`config.mk`:
```
export PLATFORM = sky130hd
export DESIGN_NAME = mix_saturate_pcm_encoder
export DESIGN_NICKNAME = d
export VERILOG_FILES = /design/src/design/msp_pkg.sv /design/src/design/mix_saturate_pcm_encoder.sv /design/src/design/msp_encode.sv
export SDC_FILE = /design/constraint.sdc
export NUM_CORES = 1
export LEC_CHECK = 0
export ABC_AREA = 0
export BUFFER_PORTS_ARGS = -buffer_cell sky130_fd_sc_hd__buf_2
export CORE_UTILIZATION = 27
export CTS_BUF_LIST = sky130_fd_sc_hd__clkbuf_8
export DETAILED_ROUTE_END_ITERATION = 16
export PLACE_DENSITY = 0.4
export SYNTH_ARGS = -nofsm -noshare
export SYNTH_HDL_FRONTEND = slang
export SYNTH_SLANG_ARGS = --single-unit
```
`constraint.sdc`:
```
create_clock -name i_clk -period 11.95 [get_ports i_clk]
set_input_delay 0 -clock i_clk [delete_from_list [all_inputs] [get_ports i_clk]]
set_output_delay 0 -clock i_clk [all_outputs]
set_load 0.005 [all_outputs]
```
`src/design/msp_pkg.sv`:
```
// ----------------------------------------------------------------------------
// msp_pkg
// shared types and constants for the mix, saturate and pcm encode block
// ----------------------------------------------------------------------------
package msp_pkg;

    localparam int LEVEL_W           = 20;
    localparam int WORD_W            = 32;
    localparam int FRACTION_BITS_DEF = 16;
    localparam int CFG_IDX_W         = 8;
    localparam int CFG_DATA_W        = 8;
    localparam int BITS_W            = 6;
    localparam int MANT_W            = 23;
    localparam int EXP_W             = 8;
    localparam int FLOAT_BIAS        = 127;
    localparam int IN_TDATA_W        = 40;
    localparam int OUT_TDATA_W       = 40;

    localparam logic [BITS_W-1:0] BITS_8  = BITS_W'(8);
    localparam logic [BITS_W-1:0] BITS_16 = BITS_W'(16);
    localparam logic [BITS_W-1:0] BITS_32 = BITS_W'(32);

    typedef enum logic [CFG_IDX_W-1:0] {
        CFG_SAMPLE_BITS   = 8'd0,
        CFG_FLOAT_FORMAT  = 8'd1,
        CFG_SIGNED_FORMAT = 8'd2,
        CFG_SWAP_BYTES    = 8'd3
    } t_cfg_reg;

    typedef enum logic [1:0] {
        ERR_NONE        = 2'd0,
        ERR_FLOAT_WIDTH = 2'd1,
        ERR_UNSIGNED_32 = 2'd2,
        ERR_BAD_WIDTH   = 2'd3
    } t_fmt_err;

    typedef struct packed {
        logic [BITS_W-1:0] sample_bits;
        logic              float_format;
        logic              signed_format;
        logic              swap_bytes;
    } t_cfg;

    localparam t_cfg CFG_RESET = '{
        sample_bits:   BITS_16,
        float_format:  1'b0,
        signed_format: 1'b1,
        swap_bytes:    1'b0
    };

endpackage

```
`src/design/mix_saturate_pcm_encoder.sv`:
```
// ----------------------------------------------------------------------------
// mix_saturate_pcm_encoder
// mixes music and effects levels and encodes one pcm sample word per item
// ----------------------------------------------------------------------------
// s_axis carries one item per transfer: music level in tdata[19:0] and
// effects level in tdata[39:20], signed, FRACTION_BITS fraction bits.
// m_axis returns one item per input item, in order: the sample word in
// tdata[31:0], the clip flag in tdata[32] and the format error code in
// tdata[34:33]; upper bits are zero.
// the cfg channel writes one register per transfer (index 0 sample_bits,
// 1 float_format, 2 signed_format, 3 swap_bytes); it is always ready and
// other indices are dropped. write it only while no item is in flight.
// after input acceptance the item passes the input register, then the
// adder, scaler and encoder feeding the result register, where output valid rises.
// throughput is one item per cycle while m_axis is ready. a stall on
// m_axis fills the result register and then the input register, after
// which s_axis_tready drops; nothing is lost or repeated.
// reset clears both valid flags and loads the cfg registers with 16-bit
// signed integer output and no byte swap.
// ----------------------------------------------------------------------------
module mix_saturate_pcm_encoder
    import msp_pkg::*;
#(
    parameter int FRACTION_BITS = FRACTION_BITS_DEF
) (
    input  logic                   i_clk,
    input  logic                   i_rst_n,
    input  logic                   s_axis_tvalid,
    output logic                   s_axis_tready,
    input  logic [IN_TDATA_W-1:0]  s_axis_tdata,  // music_level, effects_level
    output logic                   m_axis_tvalid,
    input  logic                   m_axis_tready,
    output logic [OUT_TDATA_W-1:0] m_axis_tdata,  // sample_word, clipped, format_error
    input  logic                   i_cfg_valid,
    output logic                   o_cfg_ready,
    input  logic [CFG_IDX_W-1:0]   i_cfg_index,
    input  logic [CFG_DATA_W-1:0]  i_cfg_data
);

    t_cfg                      r_cfg;
    logic                      r_in_valid;
    logic signed [LEVEL_W-1:0] r_music;
    logic signed [LEVEL_W-1:0] r_effects;
    logic                      r_out_valid;
    logic [WORD_W-1:0]         r_word;
    logic                      r_clipped;
    t_fmt_err                  r_error;

    logic                      advance;
    logic [WORD_W-1:0]         n_word;
    logic                      n_clipped;
    t_fmt_err                  n_error;

    assign o_cfg_ready   = 1'b1;
    assign advance       = !r_out_valid || m_axis_tready;
    assign s_axis_tready = !r_in_valid || advance;

    always_ff @(posedge i_clk) begin
        if (!i_rst_n) begin
            r_cfg <= CFG_RESET;
        end else if (i_cfg_valid) begin
            case (i_cfg_index)
                CFG_SAMPLE_BITS:   r_cfg.sample_bits   <= i_cfg_data[BITS_W-1:0];
                CFG_FLOAT_FORMAT:  r_cfg.float_format  <= i_cfg_data[0];
                CFG_SIGNED_FORMAT: r_cfg.signed_format <= i_cfg_data[0];
                CFG_SWAP_BYTES:    r_cfg.swap_bytes    <= i_cfg_data[0];
                default: begin
                end
            endcase
        end
    end

    // input register
    always_ff @(posedge i_clk) begin
        if (!i_rst_n) begin
            r_in_valid <= 1'b0;
        end else if (s_axis_tready) begin
            r_in_valid <= s_axis_tvalid;
        end
    end

    always_ff @(posedge i_clk) begin
        if (s_axis_tready && s_axis_tvalid) begin
            r_music   <= s_axis_tdata[LEVEL_W-1:0];
            r_effects <= s_axis_tdata[2*LEVEL_W-1:LEVEL_W];
        end
    end

    msp_encode #(
        .FRACTION_BITS(FRACTION_BITS)
    ) u_encode (
        .i_music   (r_music),
        .i_effects (r_effects),
        .i_cfg     (r_cfg),
        .o_word    (n_word),
        .o_clipped (n_clipped),
        .o_error   (n_error)
    );

    // result register
    always_ff @(posedge i_clk) begin
        if (!i_rst_n) begin
            r_out_valid <= 1'b0;
        end else if (advance) begin
            r_out_valid <= r_in_valid;
        end
    end

    always_ff @(posedge i_clk) begin
        if (advance && r_in_valid) begin
            r_word    <= n_word;
            r_clipped <= n_clipped;
            r_error   <= n_error;
        end
    end

    assign m_axis_tvalid = r_out_valid;
    assign m_axis_tdata  = {(OUT_TDATA_W - WORD_W - 3)'(0), r_error, r_clipped, r_word};

endmodule

```
`src/design/msp_encode.sv`:
```
// ----------------------------------------------------------------------------
// msp_encode
// adds the two levels and encodes the sum as one float or integer pcm word
// ----------------------------------------------------------------------------
module msp_encode
    import msp_pkg::*;
#(
    parameter int FRACTION_BITS = FRACTION_BITS_DEF
) (
    input  logic signed [LEVEL_W-1:0] i_music,
    input  logic signed [LEVEL_W-1:0] i_effects,
    input  t_cfg                      i_cfg,
    output logic [WORD_W-1:0]         o_word,
    output logic                      o_clipped,
    output t_fmt_err                  o_error
);

    localparam int SUM_W  = LEVEL_W + 1;
    localparam int WIDE_A = SUM_W + WORD_W;
    localparam int WIDE_B = WORD_W + 1 + FRACTION_BITS;
    localparam int WIDE_W = ((WIDE_A > WIDE_B) ? WIDE_A : WIDE_B) + 1;
    localparam int MAG_W  = FRACTION_BITS + 1;
    localparam int POS_W  = $clog2(MAG_W);

    function automatic logic [WORD_W-1:0] swap16(input logic [WORD_W-1:0] w);
        return {16'h0000, w[7:0], w[15:8]};
    endfunction

    function automatic logic [WORD_W-1:0] swap32(input logic [WORD_W-1:0] w);
        return {w[7:0], w[15:8], w[23:16], w[31:24]};
    endfunction

    logic signed [SUM_W-1:0]  sum;
    logic signed [WIDE_W-1:0] s_w;
    logic signed [WIDE_W-1:0] one_w;
    logic signed [WIDE_W-1:0] clamp_w;
    logic                     f_clip;
    logic [MAG_W-1:0]         mag;
    logic [POS_W-1:0]         pos;
    logic [EXP_W-1:0]         expo;
    logic [MAG_W+MANT_W-1:0]  man_w;
    logic [WORD_W-1:0]        f_word;

    logic [4:0]               sh;
    logic [WORD_W-1:0]        mask;
    logic signed [WIDE_W-1:0] p;
    logic signed [WIDE_W-1:0] u;
    logic signed [WIDE_W-1:0] half_w;
    logic signed [WIDE_W-1:0] half_one;
    logic signed [WIDE_W-1:0] maxv_one;
    logic signed [WIDE_W-1:0] top_one;
    logic signed [WIDE_W-1:0] q;
    logic                     i_clip;
    logic [WORD_W-1:0]        i_word;

    assign sum   = SUM_W'(i_music) + SUM_W'(i_effects);
    assign s_w   = WIDE_W'(sum);
    assign one_w = WIDE_W'(1) <<< FRACTION_BITS;

    // float path: clamp to +-1, then normalise
    always_comb begin
        f_clip  = 1'b0;
        clamp_w = s_w;
        if (s_w > one_w) begin
            clamp_w = one_w;
            f_clip  = 1'b1;
        end else if (s_w < -one_w) begin
            clamp_w = -one_w;
            f_clip  = 1'b1;
        end
        mag = clamp_w[WIDE_W-1] ? MAG_W'(-clamp_w) : MAG_W'(clamp_w);
        pos = '0;
        for (int i = 0; i < MAG_W; i++) begin
            if (mag[i]) begin
                pos = POS_W'(i);
            end
        end
        expo  = EXP_W'(32'(pos) + (FLOAT_BIAS - FRACTION_BITS));
        man_w = {mag, {MANT_W{1'b0}}} >> pos;
        if (mag == '0) begin
            f_word = '0;
        end else begin
            f_word = {clamp_w[WIDE_W-1], expo, man_w[MANT_W-1:0]};
        end
    end

    // integer path: scale by 2^(b-1)-1, saturate, truncate toward zero
    always_comb begin
        case (i_cfg.sample_bits)
            BITS_8: begin
                sh   = 5'd7;
                mask = 32'h0000_00ff;
            end
            BITS_16: begin
                sh   = 5'd15;
                mask = 32'h0000_ffff;
            end
            BITS_32: begin
                sh   = 5'd31;
                mask = 32'hffff_ffff;
            end
            default: begin
                sh   = 5'd15;
                mask = 32'h0000_ffff;
            end
        endcase
        p        = (s_w <<< sh) - s_w;
        half_w   = WIDE_W'(1) <<< sh;
        half_one = half_w <<< FRACTION_BITS;
        maxv_one = half_one - one_w;
        top_one  = (half_one <<< 1) - one_w;
        u        = p + half_one;
        i_clip   = 1'b0;
        if (i_cfg.signed_format) begin
            if (p > maxv_one) begin
                q      = half_w - WIDE_W'(1);
                i_clip = 1'b1;
            end else if (p < -half_one) begin
                q      = -half_w;
                i_clip = 1'b1;
            end else if (p < 0) begin
                q = -((-p) >>> FRACTION_BITS);
            end else begin
                q = p >>> FRACTION_BITS;
            end
        end else begin
            if (u < 0) begin
                q      = '0;
                i_clip = 1'b1;
            end else if (u > top_one) begin
                q      = (half_w <<< 1) - WIDE_W'(1);
                i_clip = 1'b1;
            end else begin
                q = u >>> FRACTION_BITS;
            end
        end
        i_word = q[WORD_W-1:0] & mask;
        if (i_cfg.swap_bytes) begin
            if (i_cfg.sample_bits == BITS_16) begin
                i_word = swap16(i_word);
            end else if (i_cfg.sample_bits == BITS_32) begin
                i_word = swap32(i_word);
            end
        end
    end

    // format selection and error codes
    always_comb begin
        o_word    = '0;
        o_clipped = 1'b0;
        o_error   = ERR_NONE;
        if (i_cfg.float_format) begin
            if (i_cfg.sample_bits != BITS_32) begin
                o_error = ERR_FLOAT_WIDTH;
            end else begin
                o_word    = i_cfg.swap_bytes ? swap32(f_word) : f_word;
                o_clipped = f_clip;
            end
        end else if (!(i_cfg.sample_bits inside {BITS_8, BITS_16, BITS_32})) begin
            o_error = ERR_BAD_WIDTH;
        end else if (i_cfg.sample_bits == BITS_32 && !i_cfg.signed_format) begin
            o_error = ERR_UNSIGNED_32;
        end else begin
            o_word    = i_word;
            o_clipped = i_clip;
        end
    end

endmodule
```
==> impl_results.md <==
- Mapped Cells: 2393
- Yosys top cell area share: 0.129
- Unrepaired setup endpoints after global routing: no
- DR WL/cell: 23.4 um
- Ports: 104
- Synth cell count leaders: nor2_1 (235), nand2_1 (197), a21oi_1 (183)
- Via density: 5.85
- Initial Utilization: 0.275
- Slew headroom: 0.269
- Gr ovfl total: 0
- Row cnt: 92
- Final setup margin: 0.717 ns
- GR Util met1: 0.329
- Crit path capture type: flip-flop
- # setup viols final: 0
- Netlist cell types: roughly 110
- Skew final: 0.0138 ns
- Global placement routability congestion: 0.945
- Crit path arrival time: 11.39 ns
- Global routing usage on met2: 0.376
- Core box area: 63400 um2
- Die Y: roughly 260 um
- Status: complete, no violations
- IO Port Bufs: 95
- GRT busiest layer: met2
- Ranking of synthesized cells by area: edfxtp_1 (13%), ha_1 (12%), a21oi_1 (5.2%)
- Max-slew violations: 0
- Max Clock Freq: 89.0 MHz
- Synthesized cell area: 17500 um2
- H-tree depth: 3
- Root Driver: clkbuf_8
- Drt total wl: 80100 um
- Worst Path Required: 12.11 ns
- Area Growth Syn to Fin: 16.2%
- Clock Sinks: 86
- Ant. Diodes: 0
- Final Critical Period: 11.23 ns
- Top_reg_cell synth: edfxtp_1
- Setup TNS Final: 0 ns
- Clk buf depth: 2
- Antenna-violating nets left: 0
- Maximum Capacitance Violations: 0
- Fin util: 0.320
- EDFF count, synth: 75
- Die area: 65700 um2
- TritonCTS clock tree: yes
- Critical-path maximum fanout: 9
- YS warnings: 0
- DP HPWL: 64900 um
- Clk_lat worst skew: 0.40 ns
- Crit path largest cell delay: 0.55 ns
- Layout cell share with drive strength beyond 1: 0.126
- First-pass GRT wire length: about 120000 um
- Post-route insts no fill: 3423
- Most frequent cell after synthesis: nor2_1
- CP max-delay cell: o41a_1
- Synth area leader: edfxtp_1
- Lkg Pwr: 8.04 nW
- Worst Tran Pin Value: 1.08 ns
- Total Routing Usage GR: 0.236
- Async S/R FF share, synth: 0
- DRC errors left: 0
- Number of global-route vias before repair: 19200
- Violation count after the first detailed-routing iteration: 1918
- Crit path launch type: flip-flop
- Syn avg cell area: ~7.3 um2
- Vias post-DR: 20000
- Seq cells post-synth: between 80 and 90
- Final net count: 2800
- Final period util: 0.940
- Die width: 256 um
- Largest net degree at the start of global routing: 43
- Final hold violations: 0
- Peak VDD IR: about 0.069 mV
- Pwr per Cell Area: 205 nW/um2
- Clk slew on worst S/H paths: 0.09 ns
- Routing usage on met3: 0.0195
- CTS Buf Count: 9
- CP Class: reg2reg
- Post-synthesis sequential area ratio: 0.142
- Hold Path Class: in2reg
- Initial antenna violation count: 0
- Drt pass-1 iters: 6
- Placed cells: between 3000 and 4000
- Pre-CTS setup slack: 0.520 ns
-- where the power goes --
part | internal (W) | switching (W) | leakage (nW) | total [W]
logic | 0.00125 | 0.00229 | 7.12 | 0.00354
clock network | 0.000117 | 0.000118 | 0.108 | 0.000235
registers | 0.000376 | 0.00000793 | 0.808 | 0.000384
total | 0.00175 | 0.00241 | 8.04 | 0.00416
-- area by class of cell --
cell class	count	area (um2)
clock buffer	9	124
sequential	86	2470
fill	6899	43200
tap	846	1060
multi-input combinational	2117	14300
inverter	87	327
timing repair buffer	271	1940
clock inverter	7	88.8
-- layout by cell type, fill, tap and decap left out, types with 14 or more instances in the layout --
cell	synthesis	layout
a31oi_1	34	34
and2_1	30	29
o31ai_1	15	14
or2_2	27	27
inv_1	76	77
nor4_1	34	34
dlygate4sd3_1	0	59
a21oi_1	183	183
a21o_1	59	59
buf_4	7	117
a211oi_1	23	23
edfxtp_1	75	75
or3_1	33	33
a211o_1	18	18
and3_1	48	48
xor2_1	31	31
o21ai_0	122	121
nor2b_1	27	26
nand3_1	95	94
nand2b_1	21	21
ha_1	166	166
nor2_1	235	235
xnor2_1	77	75
o211ai_1	33	33
mux2i_1	47	47
o21bai_1	18	18
o22ai_1	19	19
nand4_1	61	61
o21a_1	34	34
buf_2	15	95
conb_1	2	27
nor3_1	84	84
nand2_1	197	197
-- flip-flops by register name (all words and copies together), names as in the netlist --
signal	cells
r_clipped	1
r_effects	20
m_axis_tvalid	1
r_in_valid	1
r_music	20
r_error	2
r_word	32
r_cfg	9
-- stage by stage --
step / hold slack, ns / total power (W) / cell area (um2)
after floorplan: 0.0989 / 0.00259 / 17500
after global placement: 0.177 / 0.00382 / 19400
after detailed placement: 0.178 / 0.00384 / 19400
after CTS: 0.00692 / 0.00410 / 20200
after global routing: 0.0582 / 0.00448 / 20300
final: 0.0316 / 0.00416 / 20300
-- kinds of logic after synthesis --
group,count (synthesis),share of synthesized area
mux,57,0.0334
simple gates,987,0.293
other cells,2,0.000430
xor+xnor,110,0.0564
fa+ha+maj,168,0.121
buf+inv,215,0.0501
compound gates,768,0.304
flops,86,0.142
-- critical path: cells and delay by family, from the launching register on --
| family | cells | cell delay (ns) |
|---|---|---|
| adders and majority gates | 6 | 1.78 |
| buffers and inverters | 9 | 1.40 |
| DFF | 1 | 0.34 |
| muxes | 1 | 0.37 |
| and+or+nand+nor | 9 | 2.47 |
| AOI/OAI and AO/OA | 21 | 4.32 |
| xor gates and xnor gates | 1 | 0.29 |
-- repair_timing --
item,in CTS,in global routing
hold buffers,59,0
setup endpoints to repair,0,26
gates resized for setup,0,7
endpoints found under the hold margin,51,0
buffers inserted,0,0
-- path summary, 6_finish.rpt --
| check | cells past startpoint | endpoint | slack [ns] | startpoint |
|---|---|---|---|---|
| max | 47 | r_word[2] | 0.72 | r_music[0] |
| min | 4 | r_cfg[2] | 0.03 | i_cfg_index[0] |
| max reg2reg | 47 | r_word[2] | 0.72 | r_music[0] |
| min reg2reg | 1 | m_axis_tvalid | 0.54 | r_in_valid |
-- metal layers --
layer | wire [um] | share of wire
met3 | 4020 | 0.050
met5 | 0 | 0
met2 | 36000 | 0.45
met1 | 37100 | 0.46
met4 | 3070 | 0.038
No activity file was read; power rests on OpenSTA's default activity.
